`src/dff_pkg.sv`:
```
// shared types and constants of the duplicate frame filter
// no dependencies; imported by every module of the block
`default_nettype none

package dff_pkg;

    localparam int TIME_W    = 64;
    localparam int LEN_W     = 16;
    localparam int KEY_W     = 32;
    localparam int WINDOW_W  = 32;
    localparam int S_DATA_W  = 176;
    localparam int M_DATA_W  = 8;

    localparam logic [WINDOW_W-1:0] WINDOW_RESET = 32'd2000;

    // one remembered frame
    typedef struct packed {
        logic [TIME_W-1:0] stamp;
        logic [LEN_W-1:0]  length;
        logic [KEY_W-1:0]  key;
    } entry_t;

    // outcome of checking one slot against the current item
    typedef struct packed {
        logic expired;
        logic match;
    } slot_chk_t;

endpackage

`default_nettype wire

```
`src/duplicate_frame_filter_core.sv`:
```
// time-window duplicate frame filter, top level
// an accepted item is scanned slot by slot, then its result is loaded in the finish state;
//   the scan reads one slot per cycle and stops at the first matching slot
// a new item is taken only in the idle state, once the last result has been loaded;
//   a held result keeps the block in its finish state and s_tready low
// reset: valid bits, insert pointer and handshakes cleared, window_us = 2000;
//   entry memory is not cleared, no start-up pass is needed
`default_nettype none

module duplicate_frame_filter_core
    import dff_pkg::*;
#(
    parameter int SLOTS = 16
) (
    input  wire logic                aclk,
    input  wire logic                aresetn,
    // configuration: window_us
    input  wire logic                cfg_we,
    input  wire logic [WINDOW_W-1:0] cfg_wdata,
    // input items
    input  wire logic                s_tvalid,
    output logic                     s_tready,
    // now_us[63:0], len_bytes[79:64], frame_crc[111:80],
    // frame_signature[143:112], size_word[175:144]
    input  wire logic [S_DATA_W-1:0] s_tdata,
    // result items
    output logic                     m_tvalid,
    input  wire logic                m_tready,
    // is_duplicate[0], zero fill above
    output logic [M_DATA_W-1:0]      m_tdata
);

    localparam int IDX_W = (SLOTS > 1) ? $clog2(SLOTS) : 1;
    localparam logic [IDX_W-1:0] LAST_IDX = IDX_W'(SLOTS - 1);

    typedef enum logic [1:0] {
        ST_IDLE,
        ST_SCAN,
        ST_FINISH
    } state_t;

    state_t               state_reg, state_next;
    logic [WINDOW_W-1:0]  window_reg, window_next;
    logic [SLOTS-1:0]     valid_reg, valid_next;
    logic [IDX_W-1:0]     ptr_reg, ptr_next;
    logic [IDX_W-1:0]     chk_idx_reg, chk_idx_next;
    logic [TIME_W-1:0]    now_reg, now_next;
    logic [LEN_W-1:0]     len_reg, len_next;
    logic [KEY_W-1:0]     key_reg, key_next;
    logic                 dup_reg, dup_next;
    logic                 m_valid_reg, m_valid_next;
    logic                 m_dup_reg, m_dup_next;

    logic                 s_accept;
    logic                 chk_last;
    logic                 live;
    logic                 hit;
    logic                 rd_en;
    logic [IDX_W-1:0]     rd_addr;
    logic                 wr_en;
    logic [IDX_W-1:0]     wr_addr;
    entry_t               wr_data;
    entry_t               rd_data;
    slot_chk_t            chk;

    dff_entry_ram #(
        .DEPTH (SLOTS),
        .IDX_W (IDX_W)
    ) u_ram (
        .aclk    (aclk),
        .wr_en   (wr_en),
        .wr_addr (wr_addr),
        .wr_data (wr_data),
        .rd_en   (rd_en),
        .rd_addr (rd_addr),
        .rd_data (rd_data)
    );

    dff_slot_check u_check (
        .now_us    (now_reg),
        .window_us (window_reg),
        .item_len  (len_reg),
        .frame_key (key_reg),
        .entry     (rd_data),
        .chk       (chk)
    );

    assign s_tready = (state_reg == ST_IDLE);
    assign s_accept = s_tvalid && s_tready;
    assign m_tvalid = m_valid_reg;
    assign m_tdata  = {{(M_DATA_W-1){1'b0}}, m_dup_reg};

    assign chk_last = (chk_idx_reg == LAST_IDX);
    assign live     = valid_reg[chk_idx_reg] && !chk.expired;
    assign hit      = live && chk.match;

    // hit refreshes the time; a miss inserts the same fields at the pointer
    assign wr_data  = '{stamp: now_reg, length: len_reg, key: key_reg};
    assign wr_en    = (state_reg == ST_SCAN) && (hit || chk_last);
    assign wr_addr  = hit ? chk_idx_reg : ptr_reg;

    always_comb begin
        rd_en   = 1'b0;
        rd_addr = '0;
        case (state_reg)
            ST_IDLE: begin
                rd_en   = s_accept;
                rd_addr = '0;
            end
            ST_SCAN: begin
                // read one slot ahead of the one being checked
                rd_en   = !chk_last;
                rd_addr = chk_idx_reg + 1'b1;
            end
            default: begin
                rd_en   = 1'b0;
                rd_addr = '0;
            end
        endcase
    end

    always_comb begin
        state_next   = state_reg;
        window_next  = cfg_we ? cfg_wdata : window_reg;
        valid_next   = valid_reg;
        ptr_next     = ptr_reg;
        chk_idx_next = chk_idx_reg;
        now_next     = now_reg;
        len_next     = len_reg;
        key_next     = key_reg;
        dup_next     = dup_reg;
        m_valid_next = (m_valid_reg && m_tready) ? 1'b0 : m_valid_reg;
        m_dup_next   = m_dup_reg;
        case (state_reg)
            ST_IDLE: begin
                if (s_accept) begin
                    now_next     = s_tdata[63:0];
                    len_next     = s_tdata[79:64];
                    key_next     = s_tdata[111:80] ^ s_tdata[143:112] ^ s_tdata[175:144];
                    chk_idx_next = '0;
                    state_next   = ST_SCAN;
                end
            end
            ST_SCAN: begin
                if (valid_reg[chk_idx_reg] && chk.expired) begin
                    valid_next[chk_idx_reg] = 1'b0;
                end
                if (hit) begin
                    dup_next   = 1'b1;
                    state_next = ST_FINISH;
                end else if (chk_last) begin
                    // miss: overwrite the pointed slot whatever it holds
                    valid_next[ptr_reg] = 1'b1;
                    ptr_next   = (ptr_reg == LAST_IDX) ? '0 : ptr_reg + 1'b1;
                    dup_next   = 1'b0;
                    state_next = ST_FINISH;
                end else begin
                    chk_idx_next = chk_idx_reg + 1'b1;
                end
            end
            ST_FINISH: begin
                if (!m_valid_reg || m_tready) begin
                    m_valid_next = 1'b1;
                    m_dup_next   = dup_reg;
                    state_next   = ST_IDLE;
                end
            end
            default: begin
                state_next = ST_IDLE;
            end
        endcase
    end

    always_ff @(posedge aclk) begin
        if (!aresetn) begin
            state_reg   <= ST_IDLE;
            window_reg  <= WINDOW_RESET;
            valid_reg   <= '0;
            ptr_reg     <= '0;
            chk_idx_reg <= '0;
            m_valid_reg <= 1'b0;
        end else begin
            state_reg   <= state_next;
            window_reg  <= window_next;
            valid_reg   <= valid_next;
            ptr_reg     <= ptr_next;
            chk_idx_reg <= chk_idx_next;
            m_valid_reg <= m_valid_next;
        end
        now_reg   <= now_next;
        len_reg   <= len_next;
        key_reg   <= key_next;
        dup_reg   <= dup_next;
        m_dup_reg <= m_dup_next;
    end

`ifndef NO_ASSERTIONS
    a_result_from_finish: assert property (@(posedge aclk) disable iff (!aresetn)
        $rose(m_valid_reg) |-> $past(state_reg == ST_FINISH))
        else $error("result loaded outside finish");

    a_insert_sets_valid: assert property (@(posedge aclk) disable iff (!aresetn)
        (state_reg == ST_SCAN && chk_last && !hit) |=> valid_reg[$past(ptr_reg)])
        else $error("inserted slot not marked valid");

    a_dup_needs_entry: assert property (@(posedge aclk) disable iff (!aresetn)
        ($rose(m_valid_reg) && m_dup_reg) |-> (valid_reg != '0))
        else $error("duplicate reported with no live entry");

    a_scan_index_range: assert property (@(posedge aclk) disable iff (!aresetn)
        (state_reg == ST_SCAN) |-> (chk_idx_reg <= LAST_IDX))
        else $error("scan index beyond last slot");
`endif

endmodule

`default_nettype wire

```
`src/dff_entry_ram.sv`:
```
// entry memory: one write port, one read port with registered read data
// depends on dff_pkg for the entry type
`default_nettype none

module dff_entry_ram
    import dff_pkg::*;
#(
    parameter int DEPTH = 16,
    parameter int IDX_W = 4
) (
    input  wire logic             aclk,
    input  wire logic             wr_en,
    input  wire logic [IDX_W-1:0] wr_addr,
    input  wire entry_t           wr_data,
    input  wire logic             rd_en,
    input  wire logic [IDX_W-1:0] rd_addr,
    output entry_t                rd_data
);

    entry_t mem [DEPTH];

    always_ff @(posedge aclk) begin
        if (wr_en) begin
            mem[wr_addr] <= wr_data;
        end
        if (rd_en) begin
            rd_data <= mem[rd_addr];
        end
    end

endmodule

`default_nettype wire

```
`src/dff_slot_check.sv`:
```
// age and key check of one stored entry against the current item
// depends on dff_pkg for the entry and result types
`default_nettype none

module dff_slot_check
    import dff_pkg::*;
(
    input  wire logic [TIME_W-1:0]   now_us,
    input  wire logic [WINDOW_W-1:0] window_us,
    input  wire logic [LEN_W-1:0]    item_len,
    input  wire logic [KEY_W-1:0]    frame_key,
    input  wire entry_t              entry,
    output slot_chk_t                chk
);

    logic [TIME_W:0] age;

    always_comb begin
        // borrow set means the stored time is ahead of now: age counts as zero
        age = {1'b0, now_us} - {1'b0, entry.stamp};
        chk.expired = !age[TIME_W] &&
                      ((age[TIME_W-1:WINDOW_W] != '0) || (age[WINDOW_W-1:0] > window_us));
        chk.match = (entry.length == item_len) && (entry.key == frame_key);
    end

endmodule

`default_nettype wire
```
`config.mk`:
```
export PLATFORM = sky130hd
export DESIGN_NAME = duplicate_frame_filter_core
export DESIGN_NICKNAME = d
export VERILOG_FILES = /design/src/dff_pkg.sv /design/src/duplicate_frame_filter_core.sv /design/src/dff_entry_ram.sv /design/src/dff_slot_check.sv
export SDC_FILE = /design/constraint.sdc
export NUM_CORES = 2
export LEC_CHECK = 0
export BUFFER_PORTS_ARGS = -buffer_cell sky130_fd_sc_hd__buf_2
export CORE_MARGIN = 1.5
export CORE_UTILIZATION = 60
export CTS_CLUSTER_DIAMETER = 50
export DETAILED_ROUTE_END_ITERATION = 8
export PLACE_DENSITY = 0.77
export SKIP_LAST_GASP = 1
export SLEW_MARGIN = 15
export SYNTH_ARGS = -nofsm -noshare
export SYNTH_HDL_FRONTEND = slang
export SYNTH_HIERARCHICAL = 1
export SYNTH_SLANG_ARGS = --single-unit
```
`constraint.sdc`:
```
create_clock -name aclk -period 32.6 [get_ports aclk]
set_clock_uncertainty 0.05 [all_clocks]
set_input_delay 1.63 -clock aclk [delete_from_list [all_inputs] [get_ports aclk]]
set_output_delay 1.63 -clock aclk [all_outputs]
set_load 0.02 [all_outputs]
```
==> impl_metrics.json <==
{
  "ctsResizeCount": 0,
  "setup-violations-final": 0,
  "min_period_ns": 11.11,
  "clkSinkCount": 2077,
  "crit_start": "now_reg[6]$_DFFE_PP_",
  "wl_per_cell_um": 29.4,
  "place_congestion": 0.924,
  "ctsHoldBuffers": 0,
  "worst_pin_slew_ns": 1.14,
  "crit_required_ns": 32.99,
  "grt_max_degree": 156,
  "cap_viol_max_count": 0,
  "final_common_cell": "edfxtp_1",
  "slew_violations": 0,
  "cellLeakagePower_nw": 30.0,
  "num_rows": 136,
  "grt-ovfl-total": 0,
  "async_flop_share": 0,
  "antenna_left": 0,
  "ys_warn_count": 6,
  "crit_path_end_kind": "flip-flop",
  "ys_ff_latch": 2077,
  "startpoint_type": "flip-flop",
  "layout.cells.most_common_list": "2018 x edfxtp_1, 448 x mux4_2, 227 x nand2_1, 227 x a22oi_1, 215 x buf_2",
  "viasPerCell": 6.57,
  "routed_wl_um": 191000,
  "min_period_over_period": 0.341,
  "ys.flop_type": "edfxtp_1",
  "power_density_nw_per_um2": 62.6,
  "status": "complete, no violations",
  "grt_pass1_vias": 43800,
  "grt_first_pass_wirelength_um": 284000,
  "hold_violations": 0,
  "hp-start": "dup_reg$_SDFFCE_PP1P_",
  "worst_slack_ns": 21.49,
  "initial_utilization": 0.604,
  "initialDrtViolationCount": 4761,
  "preCtsSetupSlack_ns": 21.64,
  "die_h_um": 375,
  "cp.arrival_ns": 11.50,
  "netlist_instances": 4252,
  "antenna_found_initial": 6,
  "path_class": "reg -> reg",
  "drtPass1Iterations": 7,
  "grt_setup_unrepaired": "false",
  "synthesis.area_sq_um": 83100,
  "hpwlAfterDp_um": 100000,
  "critical_path.max_fanout": 53,
  "largest_reg_flops": 1792,
  "post-cts-setup-buffers": 0,
  "fin_util": 0.676,
  "core_area_sq_um": 137000,
  "io_pins": 223,
  "route.vias.total": 42700,
  "cts_root_buf": "clkbuf_16",
  "path_clk_slew_ns": 0.06,
  "syn2layout_area_growth_pct": 11.9,
  "cts_max_level": 4,
  "hp-class": "reg -> reg",
  "drive_above_1_share": 0.230,
  "ys_types": 86,
  "setup_tns_ns": 0,
  "clk_latency_ns": 0.84,
  "syn_area_per_cell_sq_um": 19.5,
  "r2r_start": "now_reg[6]$_DFFE_PP_",
  "yosysSeqAreaShare": 0.744,
  "cts.path.max_buffers": 3,
  "max_freq_ghz": 0.0900,
  "placement.io_buffers": 215,
  "dieArea_sq_um": 141000,
  "final_nets": 4857,
  "ir_drop_v": 0.0000624,
  "cts_tree": "yes",
  "grtUsageTotal": 0.276,
  "numCtsBuffers": 203,
  "drcViolationCount": 0,
  "slew_headroom": 0.240,
  "synth_edf_count": 2018,
  "die_w_um": 375
}
==> per-layer routing <==
metal / vias to the layer above / GRT usage / share of wire
li1: 17900 / - / -
met1: 22300 / 0.384 / 0.39
met2: 2206 / 0.459 / 0.50
met3: 313 / 0.0433 / 0.081
met4: 0 / 0.0778 / 0.023
met5: - / 0 / 0
==> per-stage QoR <==
stage / total power [mW] / cell area (sq um) / hold slack, ns / cells
final: 5.82 / 93000 / 0.414 / 6505
after detailed placement: 3.47 / 86100 / 0.401 / 6128
after floorplan: 3.35 / 83100 / 0.350 / 4258
after CTS: 5.85 / 93000 / 0.417 / 6503
after global placement: 3.46 / 86100 / 0.405 / 6128
after global routing: 5.99 / 93000 / 0.435 / 6504
==> worst max-delay path: stages (launching register included) <==
cell and delay, ns:
edfxtp_1 0.59, ha_1 0.47, a2111o_1 0.46, o21ai_1 0.38, o211ai_1 0.31, a211oi_1 0.55
o21bai_1 0.18, xor2_1 0.18, ha_1 0.31, a21o_1 0.17, a21o_1 0.18, a21oi_1 0.22
a32oi_1 0.21, or3_1 0.42, or4_1 0.41, nor4_1 0.30, nand4_1 0.15, a2111oi_2 0.37
nor2_1 0.25, nand2b_1 0.27, nor4_4 0.65, or2_2 0.27, o21ai_0 0.31, nand2b_1 0.47
nor2_4 0.82, buf_4 0.94, buf_4 0.77
==> power by group <==
group | switching (mW) | internal (mW) | total (mW)
Clock | 1.00 | 1.40 | 2.40
Sequential | 0.0498 | 2.97 | 3.02
Combinational | 0.224 | 0.170 | 0.394
==> synthesized netlist by cell type (7+ instances only) <==
cell      instances  area [sq um]
nor4_1           23           144
nand4_1          35           219
mux2i_1          52           521
xor2_1           64           561
buf_6            16           180
nand2b_1         12          75.1
buf_2            29           145
nand2_1         228           856
nor2b_1          17           106
o211ai_1         12          90.1
a21o_1           22           165
a21oi_1          91           455
a22oi_1         227          1700
a211oi_1         13          97.6
a31oi_1           7          43.8
o31ai_1           8          60.1
buf_4            44           330
o21ai_0          57           285
nand3_1          26           130
a32o_1           11           110
o21bai_1         11          82.6
nor3_1           25           125
inv_1           124           465
dfxtp_1          59          1180
edfxtp_1       2018         60600
and2_1           12          75.1
xnor2_1          91           797
buf_1            46           173
clkbuf_1         70           263
o21a_1           26           195
ha_1            104          1300
or4_1            10          75.1
nor2_1          116           435
o21ai_1           9          45.0
mux4_2          448         10100
==> cell type report <==
class	count	area, sq um
Sequential cell	2077	61800
Timing Repair Buffer	281	1680
Antenna cell	2	5.00
Fill cell	8518	44500
Inverter	124	470
Clock buffer	252	5350
Multi-Input combinational cell	1852	19900
Tap cell	1794	2240
Clock inverter	123	1550
==> path summary, 6_finish.rpt <==
kind                                      to  cells past startpoint  slack, ns
hold reg to reg          m_dup_reg$_DFFE_PP_                      0       0.41
setup / recovery  u_ram/mem[6][16]$_DFFE_PP_                     26      21.49
setup reg to reg  u_ram/mem[6][16]$_DFFE_PP_                     26      21.49
hold / removal           m_dup_reg$_DFFE_PP_                      0       0.41
==> cell families (layout without fill, tap and decap cells) <==
group                    count (synthesis)  after routing  synth area share
other                                    1              9         0.0000452
flip-flops                            2077           2077             0.744
multiplexers                           502            502             0.128
AND/OR/NAND/NOR                        534            534            0.0300
XOR/XNOR                               155            155            0.0163
adder cells (fa/ha/maj)                105            105            0.0159
buffers and inverters                  329            780            0.0187
AO/OA/AOI/OAI                          549            549            0.0470
Note: power is estimated with default switching activity, not from simulation.
